`src/rtl/core/cld_pkg.sv`:
```
// ============================================================================
// cld_pkg: shared types and constants of the circular list delete engine
// Transaction structs, command and status codes, controller states and the
// command and status groups between the controller and the datapath.
// ============================================================================
`timescale 1ns / 1ps

package cld_pkg;

  localparam int DEF_CAPACITY = 16;

  localparam int CMD_W    = 2;
  localparam int VALUE_W  = 32;
  localparam int POS_W    = 5;
  localparam int STATUS_W = 2;
  localparam int COUNT_W  = 5;

  typedef enum logic [CMD_W-1:0] {
    CMD_APPEND    = 2'd0,
    CMD_DEL_FIRST = 2'd1,
    CMD_DEL_LAST  = 2'd2,
    CMD_DEL_POS   = 2'd3
  } cmd_t;

  typedef enum logic [STATUS_W-1:0] {
    STS_OK      = 2'd0,
    STS_EMPTY   = 2'd1,
    STS_BAD_POS = 2'd2,
    STS_FULL    = 2'd3
  } status_code_t;

  typedef struct packed {
    cmd_t                       command;
    logic signed [VALUE_W-1:0]  value;
    logic        [POS_W-1:0]    position;
  } req_t;

  typedef struct packed {
    status_code_t               status;
    logic signed [VALUE_W-1:0]  removed_value;
    logic        [COUNT_W-1:0]  node_count;
  } rsp_t;

  // What the decoded command needs from the list.
  typedef enum logic [1:0] {
    RT_DONE,
    RT_APPEND,
    RT_DROP_FIRST,
    RT_DROP_AFTER
  } route_t;

  typedef enum logic [3:0] {
    ST_IDLE,
    ST_DECODE,
    ST_AP_READ,
    ST_AP_WRITE,
    ST_AP_LINK,
    ST_DF_READ,
    ST_DF_UNLINK,
    ST_DA_START,
    ST_DA_WALK,
    ST_DA_UNLINK,
    ST_RELEASE,
    ST_FINISH
  } state_t;

  typedef enum logic [3:0] {
    OP_NONE,
    OP_LOAD,
    OP_DECODE,
    OP_AP_READ,
    OP_AP_WRITE,
    OP_AP_LINK,
    OP_DF_READ,
    OP_DF_UNLINK,
    OP_DA_START,
    OP_DA_WALK,
    OP_DA_UNLINK,
    OP_RELEASE,
    OP_RESULT
  } dp_op_t;

  typedef struct packed {
    dp_op_t op;
  } dp_cmd_t;

  typedef struct packed {
    route_t route;
    logic   list_empty;
    logic   walk_done;
    logic   rsp_free;
  } dp_stat_t;

endpackage

```
`src/rtl/core/cld_ram.sv`:
```
// ============================================================================
// cld_ram: generic single-write, single-read memory
// One write port and one read port; the read data is registered.
// ============================================================================
`timescale 1ns / 1ps

module cld_ram #(
  parameter int WIDTH = 8,
  parameter int DEPTH = 16,
  localparam int AW   = $clog2(DEPTH)
) (
  input  logic             clk,
  input  logic             we,
  input  logic [AW-1:0]    waddr,
  input  logic [WIDTH-1:0] wdata,
  input  logic [AW-1:0]    raddr,
  output logic [WIDTH-1:0] rdata
);

  logic [WIDTH-1:0] mem [DEPTH];

  always_ff @(posedge clk) begin
    if (we) begin
      mem[waddr] <= wdata;
    end
    rdata <= mem[raddr];
  end

endmodule

```
`src/rtl/core/cld_ctrl.sv`:
```
// ============================================================================
// cld_ctrl: command sequencer of the circular list delete engine
// Steps each transaction through decode, the list update and the result.
// ============================================================================
`timescale 1ns / 1ps

module cld_ctrl
  import cld_pkg::*;
(
  input  logic     clk,
  input  logic     rst,
  input  logic     req_valid,
  output logic     req_stall,
  input  dp_stat_t stat,
  output dp_cmd_t  cmd
);

  state_t state;
  state_t state_next;

  always_ff @(posedge clk) begin
    if (rst) begin
      state <= ST_IDLE;
    end else begin
      state <= state_next;
    end
  end

  always_comb begin
    state_next = state;
    unique case (state)
      ST_IDLE: begin
        if (req_valid) begin
          state_next = ST_DECODE;
        end
      end
      ST_DECODE: begin
        unique case (stat.route)
          RT_APPEND:     state_next = ST_AP_READ;
          RT_DROP_FIRST: state_next = ST_DF_READ;
          RT_DROP_AFTER: state_next = ST_DA_START;
          default:       state_next = ST_FINISH;
        endcase
      end
      ST_AP_READ:   state_next = ST_AP_WRITE;
      ST_AP_WRITE:  state_next = stat.list_empty ? ST_FINISH : ST_AP_LINK;
      ST_AP_LINK:   state_next = ST_FINISH;
      ST_DF_READ:   state_next = ST_DF_UNLINK;
      ST_DF_UNLINK: state_next = ST_RELEASE;
      ST_DA_START:  state_next = ST_DA_WALK;
      ST_DA_WALK: begin
        if (stat.walk_done) begin
          state_next = ST_DA_UNLINK;
        end
      end
      ST_DA_UNLINK: state_next = ST_RELEASE;
      ST_RELEASE:   state_next = ST_FINISH;
      ST_FINISH: begin
        if (stat.rsp_free) begin
          state_next = ST_IDLE;
        end
      end
      default:      state_next = ST_IDLE;
    endcase
  end

  always_comb begin
    cmd.op    = OP_NONE;
    req_stall = 1'b1;
    unique case (state)
      ST_IDLE: begin
        req_stall = 1'b0;
        cmd.op    = req_valid ? OP_LOAD : OP_NONE;
      end
      ST_DECODE:    cmd.op = OP_DECODE;
      ST_AP_READ:   cmd.op = OP_AP_READ;
      ST_AP_WRITE:  cmd.op = OP_AP_WRITE;
      ST_AP_LINK:   cmd.op = OP_AP_LINK;
      ST_DF_READ:   cmd.op = OP_DF_READ;
      ST_DF_UNLINK: cmd.op = OP_DF_UNLINK;
      ST_DA_START:  cmd.op = OP_DA_START;
      ST_DA_WALK:   cmd.op = OP_DA_WALK;
      ST_DA_UNLINK: cmd.op = OP_DA_UNLINK;
      ST_RELEASE:   cmd.op = OP_RELEASE;
      ST_FINISH:    cmd.op = stat.rsp_free ? OP_RESULT : OP_NONE;
      default:      cmd.op = OP_NONE;
    endcase
  end

  // A transaction taken in is always decoded in the following cycle.
  a_accept_decodes: assert property (@(posedge clk) disable iff (rst)
    req_valid && !req_stall |=> state == ST_DECODE)
    else $error("accepted transaction was not decoded");

  // A rejected command finishes without touching the list.
  a_reject_finishes: assert property (@(posedge clk) disable iff (rst)
    state == ST_DECODE && stat.route == RT_DONE |=> state == ST_FINISH)
    else $error("rejected command entered a list update");

endmodule

```
`src/rtl/core/cld_datapath.sv`:
```
// ============================================================================
// cld_datapath: list registers, node memories and result register
// Holds the list ends, the free chain head and the node count, and performs
// the memory reads and writes that the controller sequences.
// ============================================================================
`timescale 1ns / 1ps

module cld_datapath
  import cld_pkg::*;
#(
  parameter int CAPACITY = DEF_CAPACITY
) (
  input  logic     clk,
  input  logic     rst,
  input  req_t     req,
  output logic     rsp_valid,
  input  logic     rsp_stall,
  output rsp_t     rsp,
  input  dp_cmd_t  cmd,
  output dp_stat_t stat
);

  localparam int IW   = $clog2(CAPACITY);
  localparam int CW   = $clog2(CAPACITY + 1);
  localparam int CMPW = (CW > POS_W) ? CW : POS_W;
  localparam logic [CW-1:0] CAP_CNT  = CW'(CAPACITY);
  localparam logic [IW-1:0] LAST_IDX = IW'(CAPACITY - 1);

  // Latched transaction.
  cmd_t               op_cmd;
  logic [VALUE_W-1:0] op_value;
  logic [POS_W-1:0]   op_pos;

  // List state.
  logic [IW-1:0] first_node;
  logic [IW-1:0] last_node;
  logic [IW-1:0] free_top;
  logic [CW-1:0] list_length;
  logic [CW-1:0] high_water;

  // Work registers.
  logic [IW-1:0]      cursor;
  logic [IW-1:0]      victim;
  logic [CW-1:0]      walk_cnt;
  status_code_t       status;
  logic [VALUE_W-1:0] removed;
  rsp_t               rsp_q;

  // Memory ports.
  logic               lk_we;
  logic [IW-1:0]      lk_waddr;
  logic [IW-1:0]      lk_wdata;
  logic [IW-1:0]      lk_raddr;
  logic [IW-1:0]      lk_rdata;
  logic               vr_we;
  logic [IW-1:0]      vr_raddr;
  logic [VALUE_W-1:0] vr_rdata;

  // Decode.
  route_t        route;
  status_code_t  dec_status;
  logic [CW-1:0] steps;
  logic [CMPW-1:0] pos_ext;
  logic [CMPW-1:0] len_ext;
  logic          list_empty;

  // Free chain.
  logic          fresh;
  logic [IW-1:0] free_inc;
  logic [IW-1:0] next_free;

  assign list_empty = (list_length == '0);
  assign pos_ext    = CMPW'(op_pos);
  assign len_ext    = CMPW'(list_length);

  always_comb begin
    route      = RT_DONE;
    dec_status = STS_OK;
    steps      = '0;
    unique case (op_cmd)
      CMD_APPEND: begin
        if (list_length == CAP_CNT) begin
          dec_status = STS_FULL;
        end else begin
          route = RT_APPEND;
        end
      end
      CMD_DEL_FIRST: begin
        if (list_empty) begin
          dec_status = STS_EMPTY;
        end else begin
          route = RT_DROP_FIRST;
        end
      end
      CMD_DEL_LAST: begin
        if (list_empty) begin
          dec_status = STS_EMPTY;
        end else if (list_length == CW'(1)) begin
          route = RT_DROP_FIRST;
        end else begin
          route = RT_DROP_AFTER;
          steps = list_length - CW'(2);
        end
      end
      CMD_DEL_POS: begin
        if (op_pos == '0 || pos_ext > len_ext) begin
          dec_status = STS_BAD_POS;
        end else if (op_pos == POS_W'(1)) begin
          route = RT_DROP_FIRST;
        end else begin
          route = RT_DROP_AFTER;
          steps = CW'(pos_ext - CMPW'(2));
        end
      end
      default: ;
    endcase
  end

  // Nodes at or above the high-water mark were never allocated, so the
  // free chain runs on to the next index rather than through their link.
  assign fresh     = (CW'(free_top) >= high_water);
  assign free_inc  = (free_top == LAST_IDX) ? '0 : free_top + 1'b1;
  assign next_free = fresh ? free_inc : lk_rdata;

  always_comb begin
    lk_we    = 1'b0;
    lk_waddr = victim;
    lk_wdata = free_top;
    lk_raddr = lk_rdata;
    vr_we    = 1'b0;
    vr_raddr = lk_rdata;
    case (cmd.op)
      OP_AP_READ: begin
        lk_raddr = free_top;
      end
      OP_AP_WRITE: begin
        lk_we    = 1'b1;
        lk_waddr = free_top;
        lk_wdata = list_empty ? free_top : first_node;
        vr_we    = 1'b1;
      end
      OP_AP_LINK: begin
        lk_we    = 1'b1;
        lk_waddr = last_node;
        lk_wdata = victim;
      end
      OP_DF_READ: begin
        lk_raddr = first_node;
        vr_raddr = first_node;
      end
      OP_DF_UNLINK: begin
        lk_we    = (list_length != CW'(1));
        lk_waddr = last_node;
        lk_wdata = lk_rdata;
      end
      OP_DA_START: begin
        lk_raddr = first_node;
      end
      OP_DA_UNLINK: begin
        lk_we    = 1'b1;
        lk_waddr = cursor;
        lk_wdata = lk_rdata;
      end
      OP_RELEASE: begin
        lk_we    = 1'b1;
        lk_waddr = victim;
        lk_wdata = free_top;
      end
      default: ;
    endcase
  end

  cld_ram #(
    .WIDTH (IW),
    .DEPTH (CAPACITY)
  ) u_link_ram (
    .clk   (clk),
    .we    (lk_we),
    .waddr (lk_waddr),
    .wdata (lk_wdata),
    .raddr (lk_raddr),
    .rdata (lk_rdata)
  );

  cld_ram #(
    .WIDTH (VALUE_W),
    .DEPTH (CAPACITY)
  ) u_value_ram (
    .clk   (clk),
    .we    (vr_we),
    .waddr (free_top),
    .wdata (op_value),
    .raddr (vr_raddr),
    .rdata (vr_rdata)
  );

  always_ff @(posedge clk) begin
    if (rst) begin
      first_node  <= '0;
      last_node   <= '0;
      free_top    <= '0;
      list_length <= '0;
      high_water  <= '0;
      rsp_valid   <= 1'b0;
    end else begin
      case (cmd.op)
        OP_AP_WRITE: begin
          free_top <= next_free;
          if (fresh) begin
            high_water <= high_water + 1'b1;
          end
          if (list_empty) begin
            first_node  <= free_top;
            last_node   <= free_top;
            list_length <= list_length + 1'b1;
          end
        end
        OP_AP_LINK: begin
          last_node   <= victim;
          list_length <= list_length + 1'b1;
        end
        OP_DF_UNLINK: begin
          if (list_length == CW'(1)) begin
            first_node  <= '0;
            last_node   <= '0;
            list_length <= '0;
          end else begin
            first_node  <= lk_rdata;
            list_length <= list_length - 1'b1;
          end
        end
        OP_DA_UNLINK: begin
          if (victim == last_node) begin
            last_node <= cursor;
          end
          list_length <= list_length - 1'b1;
        end
        OP_RELEASE: begin
          free_top <= victim;
        end
        default: ;
      endcase

      if (cmd.op == OP_RESULT) begin
        rsp_valid <= 1'b1;
      end else if (rsp_valid && !rsp_stall) begin
        rsp_valid <= 1'b0;
      end
    end
  end

  always_ff @(posedge clk) begin
    case (cmd.op)
      OP_LOAD: begin
        op_cmd   <= req.command;
        op_value <= req.value;
        op_pos   <= req.position;
      end
      OP_DECODE: begin
        status   <= dec_status;
        removed  <= '0;
        walk_cnt <= steps;
      end
      OP_AP_WRITE: begin
        victim <= free_top;
      end
      OP_DF_READ: begin
        victim <= first_node;
      end
      OP_DA_START: begin
        cursor <= first_node;
      end
      OP_DA_WALK: begin
        if (walk_cnt != '0) begin
          cursor   <= lk_rdata;
          walk_cnt <= walk_cnt - 1'b1;
        end else begin
          victim <= lk_rdata;
        end
      end
      OP_DF_UNLINK, OP_DA_UNLINK: begin
        removed <= vr_rdata;
      end
      OP_RESULT: begin
        rsp_q.status        <= status;
        rsp_q.removed_value <= removed;
        rsp_q.node_count    <= COUNT_W'(list_length);
      end
      default: ;
    endcase
  end

  assign rsp = rsp_q;

  assign stat.route      = route;
  assign stat.list_empty = list_empty;
  assign stat.walk_done  = (walk_cnt == '0);
  assign stat.rsp_free   = !rsp_valid || !rsp_stall;

  a_count_bound: assert property (@(posedge clk) disable iff (rst)
    list_length <= CAP_CNT)
    else $error("node count exceeds the pool");

  // Every list node was allocated at some point, so lies below the mark.
  a_count_water: assert property (@(posedge clk) disable iff (rst)
    list_length <= high_water)
    else $error("node count above the high-water mark");

  a_walk_step: assert property (@(posedge clk) disable iff (rst)
    cmd.op == OP_DA_WALK && walk_cnt != '0 |=> walk_cnt == CW'($past(walk_cnt) - 1'b1))
    else $error("walk counter did not advance");

  a_no_overwrite: assert property (@(posedge clk) disable iff (rst)
    rsp_valid && rsp_stall |-> cmd.op != OP_RESULT)
    else $error("result overwritten while stalled");

endmodule

```
`src/rtl/core/circular_list_delete_engine.sv`:
```
// ============================================================================
// circular_list_delete_engine: circular singly linked list over a node pool
// Request channel (req_valid, req_stall, req) carries one command per
// transaction: append a value, delete the first node, delete the last node or
// delete at a 1-based position. The response channel (rsp_valid, rsp_stall,
// rsp) returns exactly one transaction per command with the status, the
// removed value (zero when nothing was removed) and the node count after it.
// Commands are processed one at a time. A delete that walks follows steps
// links from the first node, where steps is position - 2, or count - 2 for
// delete last, at most CAPACITY - 2. The next request can be taken in the
// cycle after the response is loaded. The walk through the link memory, one
// link per cycle, makes a walking delete the longest command.
// A response held by rsp_stall sits in the output register while the next
// command runs; that command then waits for the register before it finishes.
// Synchronous reset empties the list and chains every node on the free list;
// no clearing pass is needed, as never-allocated nodes are tracked with a
// high-water mark. The node value memory is not cleared.
// ============================================================================
`timescale 1ns / 1ps

module circular_list_delete_engine
  import cld_pkg::*;
#(
  parameter int CAPACITY = DEF_CAPACITY
) (
  input  logic clk,
  input  logic rst,
  input  logic req_valid,
  output logic req_stall,
  input  req_t req,
  output logic rsp_valid,
  input  logic rsp_stall,
  output rsp_t rsp
);

  // Command and status groups between the sequencer and the datapath.
  dp_cmd_t  dp_cmd;
  dp_stat_t dp_stat;

  // The sequencer owns the request handshake and the order of memory work.
  cld_ctrl u_ctrl (
    .clk       (clk),
    .rst       (rst),
    .req_valid (req_valid),
    .req_stall (req_stall),
    .stat      (dp_stat),
    .cmd       (dp_cmd)
  );

  // The datapath owns the list registers, both node memories and the
  // response register, so the response side is fully registered.
  cld_datapath #(
    .CAPACITY (CAPACITY)
  ) u_datapath (
    .clk       (clk),
    .rst       (rst),
    .req       (req),
    .rsp_valid (rsp_valid),
    .rsp_stall (rsp_stall),
    .rsp       (rsp),
    .cmd       (dp_cmd),
    .stat      (dp_stat)
  );

endmodule

```
`config.mk`:
```
export PLATFORM = sky130hd
export DESIGN_NAME = circular_list_delete_engine
export DESIGN_NICKNAME = d
export VERILOG_FILES = /design/src/rtl/core/cld_pkg.sv /design/src/rtl/core/cld_ram.sv /design/src/rtl/core/cld_ctrl.sv /design/src/rtl/core/cld_datapath.sv /design/src/rtl/core/circular_list_delete_engine.sv
export SDC_FILE = /design/constraint.sdc
export NUM_CORES = 1
export LEC_CHECK = 0
export CAP_MARGIN = 20
export CORE_MARGIN = 2
export CORE_UTILIZATION = 50
export DETAILED_ROUTE_END_ITERATION = 10
export DONT_BUFFER_PORTS = 1
export HOLD_SLACK_MARGIN = 0.02
export MAX_ROUTING_LAYER = met4
export PLACE_DENSITY = 0.66
export SLEW_MARGIN = 15
export SYNTH_ARGS = -nofsm -noshare
export SYNTH_HDL_FRONTEND = slang
export SYNTH_SLANG_ARGS = --single-unit
export TNS_END_PERCENT = 10
```
`constraint.sdc`:
```
create_clock -name clk -period 5.8 [get_ports clk]
set_input_delay 1.16 -clock clk [delete_from_list [all_inputs] [get_ports clk]]
set_output_delay 1.16 -clock clk [all_outputs]
set_load 0.05 [all_outputs]
```
==> reports/metrics.csv <==
metric,value,unit
run_status,"finished, final reports clean",
remaining_drc_errors,0,
netlist_top_cells_count,"sky130_fd_sc_hd__edfxtp_1, sky130_fd_sc_hd__nand2_1, sky130_fd_sc_hd__nand3_1",
routed_via_density,6.02,
crit_path_end_kind,register,
met2WireLength,31.5,mm
mean_instance_size_in_the_synthesized_netlist,15.5,um^2
cts_sinks,764,
critical_path.max_fanout,32,
category_of_the_critical_setup_timing_path,reg2reg,
worst_r2r_startpoint,u_ctrl.state[2]$_SDFFE_PP0P_,
area_growth,12.7,%
synth_top_cells_by_area,"sky130_fd_sc_hd__edfxtp_1, sky130_fd_sc_hd__mux4_2, sky130_fd_sc_hd__dfxtp_1",
cts_inserted_buffers,79,
post_synth_inst_count,1933,
vias,16800,
worstHoldPathType,reg2reg,
cts_resized,0,
syn-cell-area,30000,um^2
fin_total_pwr,16.4,mW
synth.yosys.seq_area_share,74.4,%
timing.fmax,0.257,GHz
dr.max_layer_used,met4,
grt_setup_unrepaired,no,
dp_hpwl,38.3,mm
crit_end,u_datapath.u_value_ram.rdata[2]$_DFF_P_,
capture_instance_of_the_worst_register_to_register_path,u_datapath.u_value_ram.rdata[2]$_DFF_P_,
wirelength,66.0,mm
crit_path_launch,u_ctrl.state[2]$_SDFFE_PP0P_,
top_level_ports,84,
clockRootBuffer,sky130_fd_sc_hd__clkbuf_16,
final.period_utilization,67.1,%
die-width,249,um
final.setup.tns,0,ns
power.ir.vdd_worst,0.341,mV
leakage,11.1,nW
min_period,3.89,ns
gr-usage-all-layers,22.0,%
yosys_register_bits,764,
timing.max_cap.violations,0,
wl_met3,5.01,mm
dr.pass1.iters,6,
cts_setup_buffers,0,
gp_congestion,0.853,
clk_latency,0.62,ns
yosys_warnings,0,
grt_remaining_overflow,0,
clock_path_buffers,3,
asyncSetResetFlopFracSynth,0,%
ant_nets,0,
cts_hold_buffers,0,
hold_violations,0,
timing.slew.headroom,25.6,%
timing.final.setup_violations,0,
cp-start-kind,register,
ctsHtreeMaxLevel,3,
grt_start_max_net_pins,67,
power_density,484,nW/um^2
synth_top_area_cell,sky130_fd_sc_hd__edfxtp_1,
yosysUniqueCellTypes,75,
detailedRoute.firstIterationViolations,1876,
number_of_inserted_filler_cells_in_the_final_layout,4410,
syn_nets,2003,
die_area,61900,um^2
antenna_found_initial,2,
yosys.cell_count.top_type,sky130_fd_sc_hd__edfxtp_1,
timing.reg2reg.worst_path_depth,6,
drive_above_1_share,14.4,%
port-buffer-count,0,
yosys.area.top_type_share,70.2,%
cts.clk_slew.worst_paths,0.06,ns
finish.net_count,2025,
tritoncts,built,
timing.reg2reg.setup_slack,1.91,ns
rows,89,
detail_route.wirelength.met1,28.1,mm
required,6.33,ns
critical_path_arrival,4.42,ns
core_area,59100,um^2
fin_worst_skew,0.0182,ns
worst_slew_pin_slew,1.11,ns
maxSlewViolCount,0,
synth-main-ff-cell,sky130_fd_sc_hd__edfxtp_1,
die_span_y,249,um
number_of_global_route_vias_before_repair,16800,
global_route_wire_length_before_repair,101,mm
synth_edf_count,701,
floorplan.initialDensity,50.7,%
wl_per_cell,23.6,um
## worst min path at each step
| stage | cells past startpoint | endpoint | slack [ns] | start |
|---|---|---|---|---|
| 6_report | 0 | u_datapath.rsp[12]$_DFFE_PP_ | 0.42 | u_datapath.removed[7]$_SDFFCE_PP0P_ |
| 3_3_place_gp | 0 | u_datapath.rsp[22]$_DFFE_PP_ | 0.40 | u_datapath.removed[17]$_SDFFCE_PP0P_ |
| 3_5_place_dp | 0 | u_datapath.rsp[10]$_DFFE_PP_ | 0.40 | u_datapath.removed[5]$_SDFFCE_PP0P_ |
| 5_1_grt | 0 | u_datapath.rsp[17]$_DFFE_PP_ | 0.43 | u_datapath.removed[12]$_SDFFCE_PP0P_ |
| 2_1_floorplan | 0 | u_datapath.rsp[10]$_DFFE_PP_ | 0.40 | u_datapath.removed[5]$_SDFFCE_PP0P_ |
| 4_1_cts | 0 | u_datapath.rsp[16]$_DFFE_PP_ | 0.42 | u_datapath.removed[11]$_SDFFCE_PP0P_ |
## sequential cells by signal, summed over array words and instances, names as in the netlist, 2 cells and up
name / cells
u_datapath.op_value: 32
u_datapath.first_node: 4
u_datapath.u_value_ram.rdata: 32
u_datapath.last_node: 4
u_datapath.op_pos: 5
u_datapath.u_link_ram.rdata: 4
u_datapath.cursor: 4
u_ctrl.state: 4
u_datapath.high_water: 5
u_datapath.removed: 32
u_datapath.victim: 4
u_datapath.free_top: 4
u_datapath.len_ext: 5
u_datapath.rsp: 39
u_datapath.u_link_ram.mem: 64
u_datapath.u_value_ram.mem: 512
u_datapath.walk_cnt: 5
u_datapath.status: 2
u_datapath.op_cmd: 2
## metrics by stage
| step | setup slack [ns] | hold slack, ns | instances | instance area, um^2 | utilization (%) |
|---|---|---|---|---|---|
| 5_1_grt | 1.63 | 0.428 | 2794 | 33800 | 57.2 |
| 2_1_floorplan | 0.898 | 0.400 | 1933 | 30000 | - |
| 6_report | 1.91 | 0.417 | 2795 | 33800 | 57.2 |
| 4_1_cts | 1.77 | 0.416 | 2790 | 33700 | 57.0 |
| 3_3_place_gp | 1.92 | 0.401 | 2639 | 30900 | 52.3 |
| 3_5_place_dp | 1.81 | 0.405 | 2644 | 31000 | 52.5 |
## area by class of cell
type	count	area, um^2	share of cell area [%]
diodes	2	5.00	0.0148
multi-input cells	1031	7230	21.4
inverters	30	113	0.333
clock buffers	120	2260	6.70
repair buffers	49	510	1.51
clock inverters	26	405	1.20
flip-flops and latches	764	22300	66.0
well taps	773	967	2.86
## layer usage
metal	global-route usage, %	vias to the layer above
met2	33.9	684
met4	5.94	0
met3	4.55	114
met5	-	-
li1	-	7463
met1	30.0	8572
## power breakdown
group / internal (mW) / switching, mW
Combinational: 1.45 / 2.46
Sequential: 6.82 / 0.456
Clock: 3.15 / 2.04
## cells in the final DEF, fill, tap and decap left out, types with 9 or more instances in the layout
master,count
sky130_fd_sc_hd__nand4_1,35
sky130_fd_sc_hd__buf_4,40
sky130_fd_sc_hd__a32oi_1,10
sky130_fd_sc_hd__nor3_1,13
sky130_fd_sc_hd__nor4_2,12
sky130_fd_sc_hd__clkbuf_8,9
sky130_fd_sc_hd__o21ai_1,36
sky130_fd_sc_hd__mux4_2,80
sky130_fd_sc_hd__bufinv_16,10
sky130_fd_sc_hd__xnor2_1,10
sky130_fd_sc_hd__clkbuf_16,81
sky130_fd_sc_hd__clkbuf_1,30
sky130_fd_sc_hd__dfxtp_1,63
sky130_fd_sc_hd__nor2_1,58
sky130_fd_sc_hd__edfxtp_1,701
sky130_fd_sc_hd__inv_1,29
sky130_fd_sc_hd__nand3_1,148
sky130_fd_sc_hd__nor2b_1,9
sky130_fd_sc_hd__nand2_1,322
sky130_fd_sc_hd__and2_1,34
sky130_fd_sc_hd__a21oi_1,35
sky130_fd_sc_hd__ha_1,27
sky130_fd_sc_hd__o21ai_0,20
sky130_fd_sc_hd__a22oi_1,43
## critical path, stage by stage, from the launching register on
cell	delay (ns)
sky130_fd_sc_hd__dfxtp_1	0.92
sky130_fd_sc_hd__and4bb_2	0.45
sky130_fd_sc_hd__and2_1	0.18
sky130_fd_sc_hd__a21o_1	0.79
sky130_fd_sc_hd__and2_2	0.94
sky130_fd_sc_hd__a22oi_1	0.34
sky130_fd_sc_hd__o21ai_1	0.17
## cells by family (layout without fill, tap and decap cells)
group           Yosys count  after routing  synth area share (%)
simple gates            688            688                  10.7
flops                   764            764                  74.4
buf+inv                 138            225                  2.08
fa+ha+maj                27             27                  1.13
mux                      95             95                  6.56
other cells               0              2                     0
xor+xnor                 14             14                 0.409
compound gates          207            207                  4.69
No activity file was read; power rests on OpenSTA's default activity.
